<file path="config.mk">
export PLATFORM = sky130hd
export DESIGN_NAME = midi_byte_stream_parser_flat
export DESIGN_NICKNAME = d
export VERILOG_FILES = /design/src/rtl/mbsp_pkg.sv /design/src/rtl/mbsp_ifs.sv /design/src/rtl/mbsp_parser.sv /design/src/rtl/mbsp_skid.sv /design/src/rtl/midi_byte_stream_parser.sv /design/src/flat_wrapper.sv
export SDC_FILE = /design/constraint.sdc
export NUM_CORES = 1
export LEC_CHECK = 0
export BUFFER_PORTS_ARGS = -buffer_cell sky130_fd_sc_hd__clkbuf_2
export CORE_ASPECT_RATIO = 0.6
export CORE_MARGIN = 3
export CORE_UTILIZATION = 55
export DETAILED_ROUTE_END_ITERATION = 8
export HOLD_SLACK_MARGIN = 0.15
export PLACE_DENSITY = 0.75
export SYNTH_ARGS = -nofsm -noshare
export SYNTH_HDL_FRONTEND = slang
export SYNTH_SLANG_ARGS = --single-unit
export TNS_END_PERCENT = 5
</file>
<file path="constraint.sdc">
create_clock -name clk -period 6.6 [get_ports clk]
set_input_delay 0.66 -clock clk [delete_from_list [all_inputs] [get_ports clk]]
set_output_delay 0.66 -clock clk [all_outputs]
set_load 0.005 [all_outputs]
</file>
<file path="src/rtl/mbsp_pkg.sv">
// Shared types, message kind codes and helper functions for the MIDI byte stream parser.
package mbsp_pkg;

  localparam logic [4:0] KIND_NOTE_OFF = 5'd0;
  localparam logic [4:0] KIND_NOTE_ON  = 5'd1;
  localparam logic [4:0] KIND_POLY_AT  = 5'd2;
  localparam logic [4:0] KIND_CTRL     = 5'd3;
  localparam logic [4:0] KIND_PROG     = 5'd4;
  localparam logic [4:0] KIND_CHAN_AT  = 5'd5;
  localparam logic [4:0] KIND_BEND     = 5'd6;
  localparam logic [4:0] KIND_SYSEX    = 5'd7;
  localparam logic [4:0] KIND_QFRAME   = 5'd8;
  localparam logic [4:0] KIND_SONGPOS  = 5'd9;
  localparam logic [4:0] KIND_SONGSEL  = 5'd10;
  localparam logic [4:0] KIND_TUNE     = 5'd11;
  localparam logic [4:0] KIND_CLOCK    = 5'd12;
  localparam logic [4:0] KIND_START    = 5'd13;
  localparam logic [4:0] KIND_CONT     = 5'd14;
  localparam logic [4:0] KIND_STOP     = 5'd15;
  localparam logic [4:0] KIND_SENSE    = 5'd16;
  localparam logic [4:0] KIND_RESET    = 5'd17;

  localparam logic [4:0] SYS_CHANNEL = 5'd16;
  localparam logic [4:0] KEY_LIMIT   = 5'd20;

  // low nibble codes of system common status bytes
  localparam logic [3:0] SC_SYSEX   = 4'h0;
  localparam logic [3:0] SC_QFRAME  = 4'h1;
  localparam logic [3:0] SC_SONGPOS = 4'h2;
  localparam logic [3:0] SC_SONGSEL = 4'h3;
  localparam logic [3:0] SC_TUNE    = 4'h6;

  // low three bits of real-time status bytes
  localparam logic [2:0] RT_CLOCK = 3'd0;
  localparam logic [2:0] RT_UNDEF_A = 3'd1;
  localparam logic [2:0] RT_START = 3'd2;
  localparam logic [2:0] RT_CONT  = 3'd3;
  localparam logic [2:0] RT_STOP  = 3'd4;
  localparam logic [2:0] RT_UNDEF_B = 3'd5;
  localparam logic [2:0] RT_SENSE = 3'd6;
  localparam logic [2:0] RT_RESET = 3'd7;

  typedef struct packed {
    logic [4:0]        message_kind;
    logic [4:0]        channel_number;
    logic [6:0]        first_data;
    logic [6:0]        second_data;
    logic signed [13:0] bend_amount;
    logic [13:0]       song_position;
    logic [2:0]        frame_piece;
    logic [3:0]        frame_nibble;
    logic [4:0]        keys_held;
  } result_t;

  function automatic logic [4:0] rt_kind(input logic [2:0] idx);
    logic [4:0] k;
    case (idx)
      RT_START: k = KIND_START;
      RT_CONT:  k = KIND_CONT;
      RT_STOP:  k = KIND_STOP;
      RT_SENSE: k = KIND_SENSE;
      RT_RESET: k = KIND_RESET;
      default:  k = KIND_CLOCK;
    endcase
    return k;
  endfunction

  function automatic result_t make_result(input logic [4:0] kind, input logic [4:0] chan,
                                          input logic [6:0] d1, input logic [6:0] d2,
                                          input logic [4:0] keys);
    result_t    r;
    logic [13:0] comb;
    comb = {d2, d1};
    r.message_kind   = kind;
    r.channel_number = chan;
    r.first_data     = d1;
    r.second_data    = d2;
    // minus 8192 modulo 2^14 flips the top bit
    r.bend_amount    = (kind == KIND_BEND) ? signed'(comb ^ 14'h2000) : 14'sd0;
    r.song_position  = (kind == KIND_SONGPOS) ? comb : 14'd0;
    r.frame_piece    = (kind == KIND_QFRAME) ? d1[6:4] : 3'd0;
    r.frame_nibble   = (kind == KIND_QFRAME) ? d1[3:0] : 4'd0;
    r.keys_held      = keys;
    return r;
  endfunction

endpackage

</file>
<file path="src/rtl/mbsp_ifs.sv">
// Handshake interfaces for the byte input, result output and configuration write channels.
interface mbsp_byte_if;
  logic       valid;
  logic       ready;
  logic [7:0] midi_byte;
  modport source (output valid, output midi_byte, input ready);
  modport sink   (input valid, input midi_byte, output ready);
endinterface

interface mbsp_result_if;
  logic               valid;
  logic               ready;
  logic [4:0]         message_kind;
  logic [4:0]         channel_number;
  logic [6:0]         first_data;
  logic [6:0]         second_data;
  logic signed [13:0] bend_amount;
  logic [13:0]        song_position;
  logic [2:0]         frame_piece;
  logic [3:0]         frame_nibble;
  logic [4:0]         keys_held;
  modport source (output valid, output message_kind, output channel_number,
                  output first_data, output second_data, output bend_amount,
                  output song_position, output frame_piece, output frame_nibble,
                  output keys_held, input ready);
  modport sink   (input valid, input message_kind, input channel_number,
                  input first_data, input second_data, input bend_amount,
                  input song_position, input frame_piece, input frame_nibble,
                  input keys_held, output ready);
endinterface

interface mbsp_cfg_if;
  logic       valid;
  logic       ready;
  logic [4:0] listen_channel;
  modport source (output valid, output listen_channel, input ready);
  modport sink   (input valid, input listen_channel, output ready);
endinterface

</file>
<file path="src/rtl/mbsp_parser.sv">
// Parser state and single-step decode of one MIDI byte into an optional result word.
module mbsp_parser (
  input  logic                 clk,
  input  logic                 rst_n,
  input  logic                 step,
  input  logic [7:0]           byte_in,
  input  logic [4:0]           listen,
  output logic                 res_valid,
  output mbsp_pkg::result_t    res
);

  logic [4:0] kind_r, kind_nxt;
  logic       kind_valid_r, kind_valid_nxt;
  logic [4:0] chan_r, chan_nxt;
  logic [1:0] exp_r, exp_nxt;
  logic [1:0] rem_r, rem_nxt;
  logic [6:0] d1_r, d1_nxt;
  logic [6:0] d2_r, d2_nxt;
  logic       discard_r, discard_nxt;
  logic [4:0] keys_r, keys_nxt;

  always_comb begin
    logic       fin;
    logic       go;
    logic       pass;
    logic [6:0] o1;
    logic [6:0] o2;
    kind_nxt       = kind_r;
    kind_valid_nxt = kind_valid_r;
    chan_nxt       = chan_r;
    exp_nxt        = exp_r;
    rem_nxt        = rem_r;
    d1_nxt         = d1_r;
    d2_nxt         = d2_r;
    discard_nxt    = discard_r;
    keys_nxt       = keys_r;
    res_valid      = 1'b0;
    res            = mbsp_pkg::make_result(mbsp_pkg::KIND_CLOCK, mbsp_pkg::SYS_CHANNEL,
                                           7'd0, 7'd0, keys_r);
    fin            = 1'b0;
    go             = 1'b0;
    pass           = 1'b1;
    o1             = 7'd0;
    o2             = 7'd0;

    if (byte_in[7]) begin
      if (byte_in[6:3] == 4'b1111) begin
        // real-time: leaves message in progress untouched
        if (byte_in[2:0] != mbsp_pkg::RT_UNDEF_A && byte_in[2:0] != mbsp_pkg::RT_UNDEF_B) begin
          res_valid = 1'b1;
          res = mbsp_pkg::make_result(mbsp_pkg::rt_kind(byte_in[2:0]), mbsp_pkg::SYS_CHANNEL,
                                      7'd0, 7'd0, keys_r);
        end
      end else begin
        d1_nxt         = 7'd0;
        d2_nxt         = 7'd0;
        discard_nxt    = 1'b0;
        kind_valid_nxt = 1'b1;
        fin            = 1'b1;
        if (byte_in[6:4] != 3'b111) begin
          kind_nxt = {2'b00, byte_in[6:4]};
          chan_nxt = {1'b0, byte_in[3:0]};
          exp_nxt  = (kind_nxt == mbsp_pkg::KIND_PROG || kind_nxt == mbsp_pkg::KIND_CHAN_AT)
                     ? 2'd1 : 2'd2;
        end else begin
          chan_nxt = mbsp_pkg::SYS_CHANNEL;
          unique case (byte_in[3:0])
            mbsp_pkg::SC_SYSEX:   begin kind_nxt = mbsp_pkg::KIND_SYSEX;   exp_nxt = 2'd0; end
            mbsp_pkg::SC_QFRAME:  begin kind_nxt = mbsp_pkg::KIND_QFRAME;  exp_nxt = 2'd1; end
            mbsp_pkg::SC_SONGPOS: begin kind_nxt = mbsp_pkg::KIND_SONGPOS; exp_nxt = 2'd2; end
            mbsp_pkg::SC_SONGSEL: begin kind_nxt = mbsp_pkg::KIND_SONGSEL; exp_nxt = 2'd1; end
            mbsp_pkg::SC_TUNE:    begin kind_nxt = mbsp_pkg::KIND_TUNE;    exp_nxt = 2'd0; end
            default: begin
              kind_valid_nxt = 1'b0;
              discard_nxt    = 1'b1;
              kind_nxt       = mbsp_pkg::KIND_NOTE_OFF;
              exp_nxt        = 2'd0;
              fin            = 1'b0;
            end
          endcase
        end
        rem_nxt = exp_nxt;
        if (exp_nxt != 2'd0) fin = 1'b0;
      end
    end else if (!discard_r && kind_valid_r) begin
      go = 1'b1;
      if (rem_r == 2'd0) begin
        if (kind_r <= mbsp_pkg::KIND_BEND && exp_r != 2'd0) begin
          rem_nxt = exp_r;
          d1_nxt  = 7'd0;
          d2_nxt  = 7'd0;
        end else begin
          discard_nxt = 1'b1;
          go          = 1'b0;
        end
      end
      if (go) begin
        if (rem_nxt == exp_r) d1_nxt = byte_in[6:0];
        else d2_nxt = byte_in[6:0];
        rem_nxt = rem_nxt - 2'd1;
        fin     = (rem_nxt == 2'd0);
      end
    end

    if (fin) begin
      o1 = (exp_nxt >= 2'd1) ? d1_nxt : 7'd0;
      o2 = (exp_nxt >= 2'd2) ? d2_nxt : 7'd0;
      if (kind_nxt <= mbsp_pkg::KIND_BEND) begin
        pass = listen[4] || (listen == chan_nxt);
        if (pass && kind_nxt == mbsp_pkg::KIND_NOTE_ON) begin
          keys_nxt = (keys_r >= mbsp_pkg::KEY_LIMIT) ? 5'd0 : keys_r + 5'd1;
        end else if (pass && kind_nxt == mbsp_pkg::KIND_NOTE_OFF) begin
          keys_nxt = (keys_r == 5'd0 || keys_r > mbsp_pkg::KEY_LIMIT) ? 5'd0 : keys_r - 5'd1;
        end
      end
      res_valid = pass;
      res = mbsp_pkg::make_result(kind_nxt, chan_nxt, o1, o2, keys_nxt);
    end
  end

  always_ff @(posedge clk) begin
    if (!rst_n) begin
      kind_r       <= mbsp_pkg::KIND_NOTE_OFF;
      kind_valid_r <= 1'b0;
      chan_r       <= mbsp_pkg::SYS_CHANNEL;
      exp_r        <= 2'd0;
      rem_r        <= 2'd0;
      d1_r         <= 7'd0;
      d2_r         <= 7'd0;
      discard_r    <= 1'b1;
      keys_r       <= 5'd0;
    end else if (step) begin
      kind_r       <= kind_nxt;
      kind_valid_r <= kind_valid_nxt;
      chan_r       <= chan_nxt;
      exp_r        <= exp_nxt;
      rem_r        <= rem_nxt;
      d1_r         <= d1_nxt;
      d2_r         <= d2_nxt;
      discard_r    <= discard_nxt;
      keys_r       <= keys_nxt;
    end
  end

endmodule

</file>
<file path="src/rtl/mbsp_skid.sv">
// Two-entry result buffer between the parser and the output channel.
module mbsp_skid (
  input  logic              clk,
  input  logic              rst_n,
  input  logic              push,
  input  mbsp_pkg::result_t push_data,
  output logic              room,
  output logic              out_valid,
  input  logic              out_ready,
  output mbsp_pkg::result_t out_data
);

  mbsp_pkg::result_t ent_r [2];
  logic [1:0] count_r, count_nxt;
  logic       wr_r, rd_r;
  logic       pop;

  assign room      = (count_r != 2'd2);
  assign out_valid = (count_r != 2'd0);
  assign out_data  = ent_r[rd_r];
  assign pop       = out_valid && out_ready;

  always_comb begin
    count_nxt = count_r;
    if (push && !pop) count_nxt = count_r + 2'd1;
    else if (!push && pop) count_nxt = count_r - 2'd1;
  end

  always_ff @(posedge clk) begin
    if (!rst_n) begin
      count_r <= 2'd0;
      wr_r    <= 1'b0;
      rd_r    <= 1'b0;
    end else begin
      count_r <= count_nxt;
      if (push) wr_r <= ~wr_r;
      if (pop) rd_r <= ~rd_r;
    end
  end

  always_ff @(posedge clk) begin
    if (push) ent_r[wr_r] <= push_data;
  end

endmodule

</file>
<file path="src/rtl/midi_byte_stream_parser.sv">
// Top level of the MIDI byte stream parser: input register, parser and result buffer.
// Usage:
//   in_byte    : one received MIDI byte per word; status bytes carry bit 7.
//   out_result : one word per completed message that passes the channel filter,
//                and one per real-time byte but 0xF9 and 0xFD; most bytes give no word at all.
//   cfg_write  : listen_channel, 0..15 to filter, 16 or more for all channels.
//                Always ready; write only while no bytes are in flight.
// Flow: a taken byte waits in the input register, is decoded there by the parser
//   once the result buffer has room, and its result word goes to out_result from it.
// Throughput: one byte per cycle; the decode is one pass over the parser state.
// A two-entry result buffer sits on the output, so in_byte stays ready while
//   one result waits. When the receiver stalls and the buffer fills, the
//   decode stage holds its byte and in_byte.ready drops until a word leaves.
// Reset: rst_n low, synchronous. Clears the running status (data bytes are
//   dropped until a status byte), the held-key count and the result buffer,
//   and sets listen_channel back to all channels.
module midi_byte_stream_parser (
  input  logic          clk,
  input  logic          rst_n,
  mbsp_byte_if.sink     in_byte,
  mbsp_result_if.source out_result,
  mbsp_cfg_if.sink      cfg_write
);

  logic              s1_valid_r;
  logic [7:0]        s1_byte_r;
  logic [4:0]        listen_r;
  logic              room;
  logic              step;
  logic              res_valid;
  mbsp_pkg::result_t res;
  mbsp_pkg::result_t out_data;

  assign step            = s1_valid_r && room;
  assign in_byte.ready   = !s1_valid_r || room;
  assign cfg_write.ready = 1'b1;

  always_ff @(posedge clk) begin
    if (!rst_n) begin
      s1_valid_r <= 1'b0;
      listen_r   <= mbsp_pkg::SYS_CHANNEL;
    end else begin
      if (in_byte.valid && in_byte.ready) s1_valid_r <= 1'b1;
      else if (step) s1_valid_r <= 1'b0;
      if (cfg_write.valid) listen_r <= cfg_write.listen_channel;
    end
  end

  always_ff @(posedge clk) begin
    if (in_byte.valid && in_byte.ready) s1_byte_r <= in_byte.midi_byte;
  end

  mbsp_parser u_parser (
    .clk       (clk),
    .rst_n     (rst_n),
    .step      (step),
    .byte_in   (s1_byte_r),
    .listen    (listen_r),
    .res_valid (res_valid),
    .res       (res)
  );

  mbsp_skid u_skid (
    .clk       (clk),
    .rst_n     (rst_n),
    .push      (step && res_valid),
    .push_data (res),
    .room      (room),
    .out_valid (out_result.valid),
    .out_ready (out_result.ready),
    .out_data  (out_data)
  );

  assign out_result.message_kind   = out_data.message_kind;
  assign out_result.channel_number = out_data.channel_number;
  assign out_result.first_data     = out_data.first_data;
  assign out_result.second_data    = out_data.second_data;
  assign out_result.bend_amount    = out_data.bend_amount;
  assign out_result.song_position  = out_data.song_position;
  assign out_result.frame_piece    = out_data.frame_piece;
  assign out_result.frame_nibble   = out_data.frame_nibble;
  assign out_result.keys_held      = out_data.keys_held;

endmodule

</file>
<file path="src/flat_wrapper.sv">
// flat-port wrapper written by rule: the top's interface ports become plain ports
module midi_byte_stream_parser_flat 
  (clk, rst_n, in_byte_valid, in_byte_midi_byte, in_byte_ready, out_result_valid, out_result_message_kind, out_result_channel_number, out_result_first_data, out_result_second_data, out_result_bend_amount, out_result_song_position, out_result_frame_piece, out_result_frame_nibble, out_result_keys_held, out_result_ready, cfg_write_valid, cfg_write_listen_channel, cfg_write_ready);
  mbsp_byte_if in_byte_i ();
  mbsp_result_if out_result_i ();
  mbsp_cfg_if cfg_write_i ();
  input  logic clk;
  input  logic rst_n;
  input wire logic [$bits(in_byte_i.valid)-1:0] in_byte_valid;
  input wire logic [$bits(in_byte_i.midi_byte)-1:0] in_byte_midi_byte;
  output wire logic [$bits(in_byte_i.ready)-1:0] in_byte_ready;
  output wire logic [$bits(out_result_i.valid)-1:0] out_result_valid;
  output wire logic [$bits(out_result_i.message_kind)-1:0] out_result_message_kind;
  output wire logic [$bits(out_result_i.channel_number)-1:0] out_result_channel_number;
  output wire logic [$bits(out_result_i.first_data)-1:0] out_result_first_data;
  output wire logic [$bits(out_result_i.second_data)-1:0] out_result_second_data;
  output wire logic [$bits(out_result_i.bend_amount)-1:0] out_result_bend_amount;
  output wire logic [$bits(out_result_i.song_position)-1:0] out_result_song_position;
  output wire logic [$bits(out_result_i.frame_piece)-1:0] out_result_frame_piece;
  output wire logic [$bits(out_result_i.frame_nibble)-1:0] out_result_frame_nibble;
  output wire logic [$bits(out_result_i.keys_held)-1:0] out_result_keys_held;
  input wire logic [$bits(out_result_i.ready)-1:0] out_result_ready;
  input wire logic [$bits(cfg_write_i.valid)-1:0] cfg_write_valid;
  input wire logic [$bits(cfg_write_i.listen_channel)-1:0] cfg_write_listen_channel;
  output wire logic [$bits(cfg_write_i.ready)-1:0] cfg_write_ready;
  assign in_byte_i.valid = in_byte_valid;
  assign in_byte_i.midi_byte = in_byte_midi_byte;
  assign in_byte_ready = in_byte_i.ready;
  assign out_result_valid = out_result_i.valid;
  assign out_result_message_kind = out_result_i.message_kind;
  assign out_result_channel_number = out_result_i.channel_number;
  assign out_result_first_data = out_result_i.first_data;
  assign out_result_second_data = out_result_i.second_data;
  assign out_result_bend_amount = out_result_i.bend_amount;
  assign out_result_song_position = out_result_i.song_position;
  assign out_result_frame_piece = out_result_i.frame_piece;
  assign out_result_frame_nibble = out_result_i.frame_nibble;
  assign out_result_keys_held = out_result_i.keys_held;
  assign out_result_i.ready = out_result_ready;
  assign cfg_write_i.valid = cfg_write_valid;
  assign cfg_write_i.listen_channel = cfg_write_listen_channel;
  assign cfg_write_ready = cfg_write_i.ready;
  midi_byte_stream_parser u_core (.clk(clk), .rst_n(rst_n), .in_byte(in_byte_i), .out_result(out_result_i), .cfg_write(cfg_write_i));
endmodule
</file>
# After elaboration in Yosys (flattened, before gate mapping)
# Memory sizes are Yosys's and may differ from the RTL's. A register that Yosys moved wholly into a read port is not among the register bits.
# Index checks and enable logic that the tools add are counted.
op_classes:
  addsub: 5
  multipliers: 0
  div: 0
  n_lt_le_gt_ge: 6
  n_eq_ne: 25
  n_shift: 0
  muxes: 87
  bitwise_logic: 4
  n_reduce_logical: 37
ops:
  columns: ["operator", "count"]
  rows:
  - ["two-way mux 64 bit", 4]
  - ["two-way mux 7 bit", 16]
  - ["two-way mux 5 bit", 13]
  - ["two-way mux 14 bit", 3]
  - ["two-way mux 2 bit", 16]
  - ["two-way mux 1 bit", 29]
  - ["one-hot mux 5 bit (5 select lines)", 1]
  - ["one-hot mux 4 bit (5 select lines)", 1]
  - ["== test 3 bit, second input constant", 5]
  - ["nonzero test 2 bit", 7]
  - ["logical AND 1 bit", 11]
  - ["== test 5 x 3 -> 1 bit, second input constant", 2]
  - ["== test 5 x 4 -> 1 bit, second input constant", 2]
  - ["less-or-equal comparator 5 x 3 -> 1 bit, second input constant", 2]
  - ["logical NOT 5 bit", 2]
  - ["== test 4 x 2 -> 1 bit, second input constant", 2]
  - ["two-way mux 4 bit", 2]
  - ["== test 3 x 2 -> 1 bit, second input constant", 2]
  - ["inequality test 3 bit, second input constant", 2]
  - ["AND reduction 3 bit", 2]
  - ["adder 5 x 1 -> 5 bit, second input constant", 1]
  - ["== test 5 x 1 -> 1 bit, second input constant", 1]
  - ["== test 5 bit", 1]
  - ["greater-or-equal comparator 5 bit, second input constant", 1]
  - ["24 further kinds", 36]
totals:
  reg_bits: 53
  latch_bits: 0
  ram_bits: 128
  romBits: 0
  out_inout_bits: 67
  n_memories: 1
mem_list:
  columns: ["memory", "depth", "width", "read_ports", "rd_ports_with_merged_regs", "wr", "line_no", "rtl"]
  rows:
  - ["u_core.u_skid.ent_r", 2, 64, 1, 1, 1, "mbsp_skid.sv:13", "mbsp_pkg::result_t ent_r [2];"]

# Longest topological paths before layout
# Gate-level depths: netlist of the first run.
logic_depth:
  depth_word: 17
  depth_mapped: 13
  depth_no_buf: 13

# Modules after synthesis
# Synthesis of the first run repeated with hierarchy kept, for this count alone.
hier_totals:
  hier_cells: 704
  hier_area_um2: 8548.2
modules_own_cells:
  columns: ["mod", "n_inst", "cells_per_inst", "area_each_um2", "seq_area_each_um2"]
  rows:
  - ["mbsp_skid", 1, 221, 4857.2, 3943.8]
  - ["mbsp_parser", 1, 450, 3185.6, 700.7]
  - ["midi_byte_stream_parser", 1, 33, 505.5, 360.3]

# Worst setup path before layout of the first run
# OpenSTA, ideal clock, no wires.
synth_timing:
  kind: "flip-flop to flip-flop"
  from: "reg u_core.s1_byte_r[6]"
  to: "mem u_core.u_skid.ent_r[0][0] (netlist name) (enable)"
  setup_time_ns: 0.486
  arrival_ns: 4.503
  setup_slack_ns: 1.610
  stages_incl_launch_ff: 9
  n_path_buf: 2
  period_less_slack_ns: 4.990
  cell_sequence: "edfxtp_1 buf_4 buf_2 and3_1 nor2_2 a222oi_1 o41ai_4 o21ai_1 nor2_1"
synth_via:
  elab_chain_cells: 14
synth_lines:
  columns: ["element", "line_no", "rtl"]
  rows:
  - ["from (decl)", "midi_byte_stream_parser.sv:26", "logic [7:0] s1_byte_r;"]
  - ["from (signal assigned)", "midi_byte_stream_parser.sv:50", "if (in_byte.valid && in_byte.ready) s1_byte_r <= in_byte.midi_byte;"]
  - ["== test 3 bit", "mbsp_parser.sv:63", "exp_nxt = (kind_nxt == mbsp_pkg::KIND_PROG || kind_nxt == mbsp_pkg::KIND_CHAN_AT)"]
  - ["logical OR 1 bit", "mbsp_parser.sv:63", null]
  - ["two-way mux 2 bit", "mbsp_parser.sv:64", "? 2'd1 : 2'd2;"]
  - ["two-way mux 2 bit", "mbsp_parser.sv:60", "if (byte_in[6:4] != 3'b111) begin"]
  - ["two-way mux 2 bit", "mbsp_parser.sv:47", "if (byte_in[6:3] == 4'b1111) begin"]
  - ["two-way mux 2 bit", "mbsp_parser.sv:46", "if (byte_in[7]) begin"]
  - ["nonzero test 2 bit", "mbsp_parser.sv:83", "if (exp_nxt != 2'd0) fin = 1'b0;"]
  - ["two-way mux 1 bit", "mbsp_parser.sv:83", null]
  - ["two-way mux 1 bit", "mbsp_parser.sv:47", null]
  - ["two-way mux 1 bit", "mbsp_parser.sv:46", null]
  - ["two-way mux 1 bit *", "mbsp_parser.sv:105", "if (fin) begin"]
  - ["logical AND 1 bit *", "midi_byte_stream_parser.sv:66", ".push (step && res_valid),"]
  - ["two-way mux 1 bit *", "mbsp_skid.sv:42", "if (push) ent_r[wr_r] <= push_data;"]
  - ["two-way mux 1 bit (implied by the code) *", "mbsp_skid.sv:42", null]
  - ["to (decl)", "mbsp_skid.sv:13", null]
# Every way passes the cells marked *; elsewhere a longest branch is shown, timed or not. The select of a mux whose other input is x is not followed.

# Worst setup path after layout of the first run
layout_timing:
  from: "reg u_core.s1_byte_r[3]"
  to: "mem u_core.u_skid.ent_r[1][9] (netlist name) (enable)"
layout_via:
  elab_chain_cells: 14
layout_lines:
  columns: ["element", "line_no"]
  rows:
  - ["branches (longest 10 deep; another with less-or-equal comparator 5 x 3 -> 1 bit)", null]
  - ["two-way mux 1 bit *", "mbsp_parser.sv:105"]
  - ["logical AND 1 bit *", "midi_byte_stream_parser.sv:66"]
  - ["two-way mux 1 bit *", "mbsp_skid.sv:42"]
  - ["two-way mux 1 bit (implied by the code) *", "mbsp_skid.sv:42"]
# Mark *: on every way between the ends. The select of a mux whose other input is x is not followed.

==> results of run 1 <==
==> cell type report <==
cell class | instances | area (um^2)
Inverter | 22 | 82.6
Clock buffer | 17 | 425
Clock inverter | 15 | 145
Tap cell | 198 | 248
Fill cell | 1135 | 5220
Multi-Input combinational cell | 470 | 3270
Sequential cell | 182 | 5010
Timing Repair Buffer | 87 | 445
==> cells by family (layout without fill, tap and decap cells) <==
kind of cell    Yosys count  after routing
buf+inv                  69            141
mux                      79             79
xor+xnor                  6              6
fa+ha+maj                 5              5
flops                   182            182
simple gates            193            193
compound gates          186            186
other cells               1              1
==> flip-flops by register name, indices dropped and copies added, names as in the netlist, named ones only <==
register / cells
u_core.u_skid.ent_r: 128
u_core.s1_byte_r: 8
u_core.u_parser.d1_r: 7
u_core.u_parser.d2_r: 7
u_core.listen_r: 5
u_core.u_parser.chan_r: 5
u_core.u_parser.keys_r: 5
u_core.u_parser.kind_r: 5
u_core.u_parser.exp_r: 2
u_core.u_parser.rem_r: 2
u_core.u_skid.count_r: 2
u_core.s1_valid_r: 1
u_core.u_parser.discard_r: 1
u_core.u_parser.kind_valid_r: 1
u_core.u_skid.rd_r: 1
u_core.u_skid.wr_r: 1
==> per-stage QoR <==
step	setup WS, ns	utilization [%]	hold slack [ns]
final	2.37	64.8	0.410
after floorplan	1.61	-	0.431
after global routing	2.06	64.8	0.405
after detailed placement	2.42	61.0	0.444
after CTS	2.42	64.8	0.402
after global placement	2.63	61.0	0.450
==> synthesized netlist by cell type, drive strengths merged (3+ instances only) <==
library cell  number  area, um^2
mux2              68         766
nand2             46         178
mux2i             11         110
nor2              65         246
buf               20         129
a31o               5        43.8
a31oi              6        37.5
a211oi             4        30.0
a22oi             10        75.1
nand3              7        40.0
nor2b              5        31.3
nand4b             3        26.3
inv               22        82.6
nand2b             9        56.3
and2              10        63.8
or3                5        31.3
o31ai              4        30.0
o211ai            13        97.6
o2111ai            4        35.0
or2                6        37.5
nor3              12        71.3
a21oi             65         325
clkbuf            27         101
and3               8        50.1
o21ai             33         180
edfxtp           136        4080
dfxtp             46         921
a21boi             5        37.5
a32o               4        40.0
nand4              6        52.6
xor2               4        35.0
ha                 5        62.6
==> power groups by stage <==
stage | logic (W) | registers [W] | clock network (W)
after floorplan | 0.000152 | 0.00126 | 0
after global placement | 0.000189 | 0.00128 | 0
after detailed placement | 0.000192 | 0.00128 | 0
after CTS | 0.000193 | 0.00125 | 0.000985
after global routing | 0.000211 | 0.00126 | 0.00103
final | 0.000195 | 0.00126 | 0.000974
==> worst paths after layout <==
path                                          startpoint                                endpoint  depth (start not counted)
setup reg to reg           u_core.s1_byte_r[3]$_DFFE_PP_     u_core.u_skid.ent_r[1][9]$_DFFE_PP_                          7
hold reg to reg   u_core.u_parser.chan_r[1]$_SDFFE_PN0P_  u_core.u_parser.chan_r[1]$_SDFFE_PN0P_                          2
setup / recovery           u_core.s1_byte_r[3]$_DFFE_PP_     u_core.u_skid.ent_r[1][9]$_DFFE_PP_                          7
hold / removal                      in_byte_midi_byte[4]           u_core.s1_byte_r[4]$_DFFE_PP_                          1
==> metal layers <==
layer / share of wire [%] / up-vias / wire length [um] / track usage (%)
met5: 0 / - / 0 / 0
met4: 1.1 / 0 / 234 / 6.29
met3: 11 / 23 / 2310 / 6.40
met2: 41 / 340 / 8490 / 33.4
met1: 47 / 2972 / 9760 / 37.8
li1: - / 2837 / - / -
==> impl_metrics.yaml, run 1 <==
power:
  swShare_pct: 25.6
  total_power_w: 0.00243
  pwr_density_cell_mw_per_mm2: 252
  power.share.sequential_pct: 51.8
  p_sw_w: 0.000620
  combPwrFrac_pct: 8.1
  power_frac_clock_pct: 40.2
  p_leak_nw: 3.66
  power.internal_w: 0.00181
  vdd_ir_drop_max_mv: 0.173
cts:
  cts-root-buf: "clkbuf_16"
  h-tree-depth: 4
  clock_path_buffers: 2
  ctsHoldBuffers: 0
  postCtsSetupBuffers: 0
  path_clk_slew_ns: 0.07
  cts.repair.resized: 0
  cts_tree: "built"
  clock_latency_ns: 0.43
  cts_buffers: 17
  clock-sinks: 182
placed_design:
  place_hpwl_um: 14600
  gp_congestion: 0.909
  dp_cells: 959
  io_buffer_count: 83
  dpl_cell_area_mm2: 0.00905
synthesis:
  synth_compound_area_share_pct: 14.8
  synth_area_per_cell_um2: 11.9
  synth-xor-area-share_pct: 0.613
  syn_nets: 744
  syn_inst: 721
  synthSimpleGateAreaFrac_pct: 11.6
  synthMuxAreaShare_pct: 10.2
  synth_top_family_by_area: "compound AO/OA/AOI/OAI gates"
  ys_types: 85
  synth-main-ff-cell: "edfxtp_1"
  ys_ff_latch: 182
  yosys_warnings: 0
  netlist_area_mm2: 0.00857
  synth-async-reset-ratio_pct: 0
  synth-adder-area-share_pct: 0.730
  yosysSeqAreaShare_pct: 58.4
  synth_edf_count: 136
detailed_routing:
  drt-total-wl_um: 20800
  ant_nets: 0
  via_per_inst: 6.23
  drt-wirelength-per-cell_um: 21.0
  drt_iter0_drc: 742
  dr_total_vias: 6172
  drc: 0
  first_pass_iters: 6
critical_path:
  r2r_slack_ns: 2.37
  critPathMaxStageDelay_ns: 0.83
  endpoint_kind: "register"
  cp.buffers_inverters: 1
  critical_path.cell_chain: "nand4_1, nand2_2, a222oi_1, o41ai_4, o21ai_1, nor2_4, buf_4"
  worstPathRequired_ns: 6.67
  crit_family: "simple AND/OR/NAND/NOR gates"
  cpMaxStageDelayCell: "edfxtp_1"
  start_kind: "register"
  worst-setup-path-type: "reg2reg"
  critPathArrivalTime_ns: 4.30
  cp_max_fo: 40
timing:
  rsz0062_at_grt: "no"
  finalCriticalPeriod_ns: 4.23
  slew_headroom_pct: 26.2
  hold_violations: 0
  tightest_slew_ns: 1.11
  setup_tns_ns: 0
  skew_ns: 0.0121
  drv_slew: 0
  finalCritPeriodShare_pct: 64.1
  max_freq_ghz: 0.236
  setup_viol: 0
floorplanning:
  io_pins: 85
  chipWidth_um: 167
  die_height_um: 103
  core_mm2: 0.0148
  num_rows: 34
  die-area_mm2: 0.0172
  start_util_pct: 57.8
cells_and_area:
  fin_nets: 803
  areaGrowthSynthToFinish_pct: 12.2
  stdcell_count: 991
  fin_area_mm2: 0.00962
  final_common_cell: "edfxtp_1"
  most-common-layout-cells: "136 x edfxtp_1, 83 x clkbuf_2, 66 x mux2_2"
  layout-drive-gt1-share_pct: 26.9
  antennaDiodeCount: 0
flow_run:
  cap_viol_max_count: 0
run_status:
  outcome: "finished, final reports clean"
min_path:
  min_path_type: "in2reg"
global_routing:
  overflow: 0
  grtUsageTotal_pct: 24.2
  grt_pass1_vias: 5742
  grt_max_degree: 65
  grt_first_pass_wirelength_um: 32200
  antenna_found_initial: 0
Power figures use the tool's default switching activity.
==> run 2: changes to the inputs <==
- CORE_UTILIZATION: 55 -> 53
- PLACE_DENSITY: 0.75 -> 0.76
- clock period: 6.6 -> 3.8 ns (I/O delays scaled with it)
==> impl_metrics.yaml, run 2 (synthesized netlist as in run 1, its figures left out) <==
critical_path:
  startpoint: "u_core.s1_byte_r[7]$_DFFE_PP_"
  worstPathRequired_ns: 4.14
  r2r_start: "u_core.s1_byte_r[7]$_DFFE_PP_"
  critical_path.cell_chain: "inv_2, nor2_2, a222oi_1, o41ai_4, o21ai_1, inv_1, ha_1, or3_1, a21oi_1"
  crit_family: "compound AO/OA/AOI/OAI gates"
  cp_max_fo: 18
  endpoint_kind: "register"
  cp.buffers_inverters: 2
  critPathMaxStageDelay_ns: 0.84
  critPathArrivalTime_ns: 3.81
  worst-setup-path-type: "reg2reg"
  cpMaxStageDelayCell: "edfxtp_1"
  start_kind: "register"
cells_and_area:
  nFillCells: 1203
  final_common_cell: "edfxtp_1"
  largest_register_ffs: 128
  stdcell_count: 1014
  largest-register: "u_core.u_skid.ent_r"
  layout-drive-gt1-share_pct: 27.5
  multi_input_area_mm2: 0.00327
  seq_area_mm2: 0.00501
  antennaDiodeCount: 0
  fin_nets: 821
  most-common-layout-cells: "136 x edfxtp_1, 83 x clkbuf_2, 66 x mux2_2"
  areaGrowthSynthToFinish_pct: 15.0
  reg.largest.list: "u_core.u_skid.ent_r x128, u_core.s1_byte_r x8"
cts:
  clock_latency_ns: 0.44
  clock_path_buffers: 2
  cts-root-buf: "clkbuf_16"
  path_clk_slew_ns: 0.07
  cts_tree: "built"
  h-tree-depth: 4
  cts_buffers: 17
  postCtsSetupBuffers: 0
  cts.repair.resized: 0
  clock-sinks: 182
  ctsHoldBuffers: 8
detailed_routing:
  first_pass_iters: 5
  wl_met3_um: 1990
  dr_total_vias: 6245
  top_layer: "met4"
  drc: 0
  drt-total-wl_um: 21000
  drt_iter0_drc: 629
  drt-wirelength-per-cell_um: 20.7
  ant_nets: 0
  via_per_inst: 6.16
  routedLengthMet1_um: 9740
  wl_met2_um: 9080
placed_design:
  dp_cells: 974
  place_hpwl_um: 14600
  io_buffer_count: 83
  gp_congestion: 0.931
global_routing:
  antenna_found_initial: 0
  grt_pass1_vias: 6249
  grt_first_pass_wirelength_um: 33800
  grtUsageTotal_pct: 24.5
  overflow: 0
  grt_max_degree: 59
timing:
  setup_viol: 0
  slew_headroom_pct: 23.2
  drv_slew: 0
  tightest_slew_ns: 1.15
  hold_violations: 0
  finalCriticalPeriod_ns: 3.47
  rsz0062_at_grt: "no"
  timing.hold.ws_ns: 0.189
  finalCritPeriodShare_pct: 91.3
  max_freq_ghz: 0.288
  skew_ns: 0.0133
floorplanning:
  io_pins: 85
  num_rows: 35
  start_util_pct: 55.0
  die_height_um: 105
  core_mm2: 0.0156
  die-area_mm2: 0.0178
  chipWidth_um: 170
power:
  p_leak_nw: 3.77
  vdd_ir_drop_max_mv: 0.295
  power.share.sequential_pct: 50.3
  swShare_pct: 25.4
  pwr_density_cell_mw_per_mm2: 439
  power_frac_clock_pct: 41.5
  combPwrFrac_pct: 8.2
  p_sw_w: 0.00110
  power.internal_w: 0.00323
min_path:
  min_path_type: "in2reg"
  hold_start: "in_byte_valid"
flow_run:
  cap_viol_max_count: 0
run_status:
  outcome: "finished, final reports clean"
## run 2: cell count changes in the layout (fill, tap and decap cells not counted), moves of 2 or more
cell and change:
clkinv_4 -4, buf_12 +3, dlygate4sd3_1 +8, clkinv_8 +2, inv_6 +4, buf_4 +7
## run 2: final timing paths
kind	endpoint	slack, ns	cells after the start
max reg2reg	u_core.u_skid.count_r[1]$_SDFFE_PN0P_	0.33	9
max	u_core.u_skid.count_r[1]$_SDFFE_PN0P_	0.33	9
min reg2reg	u_core.u_parser.chan_r[1]$_SDFFE_PN0P_	0.48	2
min	u_core.s1_valid_r$_SDFFE_PN0P_	0.19	3
## run 2: layout make-up
cell class / count / area share (%)
Sequential cell: 182 / 50.8
Timing Repair Buffer: 105 / 6.47
Clock buffer: 18 / 4.35
Inverter: 22 / 0.837
Multi-Input combinational cell: 470 / 33.2
Tap cell: 203 / 2.58
Clock inverter: 14 / 1.83
## run 2: power by group through the flow
stage / clock [W] / combinational (W) / sequential (W)
4_1_cts: 0.00182 / 0.000355 / 0.00218
3_3_place_gp: 0 / 0.000340 / 0.00222
3_5_place_dp: 0 / 0.000347 / 0.00222
6_report: 0.00180 / 0.000357 / 0.00218
2_1_floorplan: 0 / 0.000264 / 0.00219
5_1_grt: 0.00190 / 0.000390 / 0.00218
## run 2: worst register-to-register path, cell delays in order, from the launching register on
cell and delay [ns]:
edfxtp_1 0.84, inv_2 0.33, nor2_2 0.29, a222oi_1 0.16, o41ai_4 0.56, o21ai_1 0.17
inv_1 0.21, ha_1 0.30, or3_1 0.39, a21oi_1 0.14
## run 2: routing by layer
metal / vias up / track usage, %
li1: 2871 / -
met1: 3040 / 36.7
met2: 313 / 34.9
met3: 21 / 6.76
met4: 0 / 7.18
met5: - / 0
## run 2: metrics by stage
stage / setup slack [ns] / utilization [%] / TNS, ns / area [um^2] / power (W)
2_1_floorplan: -0.144 / - / -18.38 / 8580 / 0.00246
3_3_place_gp: 0.507 / 58.8 / 0 / 9170 / 0.00256
3_5_place_dp: 0.455 / 58.8 / 0 / 9170 / 0.00257
4_1_cts: 0.428 / 63.3 / 0 / 9860 / 0.00435
5_1_grt: 0.106 / 63.3 / 0 / 9860 / 0.00447
6_report: 0.332 / 63.3 / 0 / 9860 / 0.00433
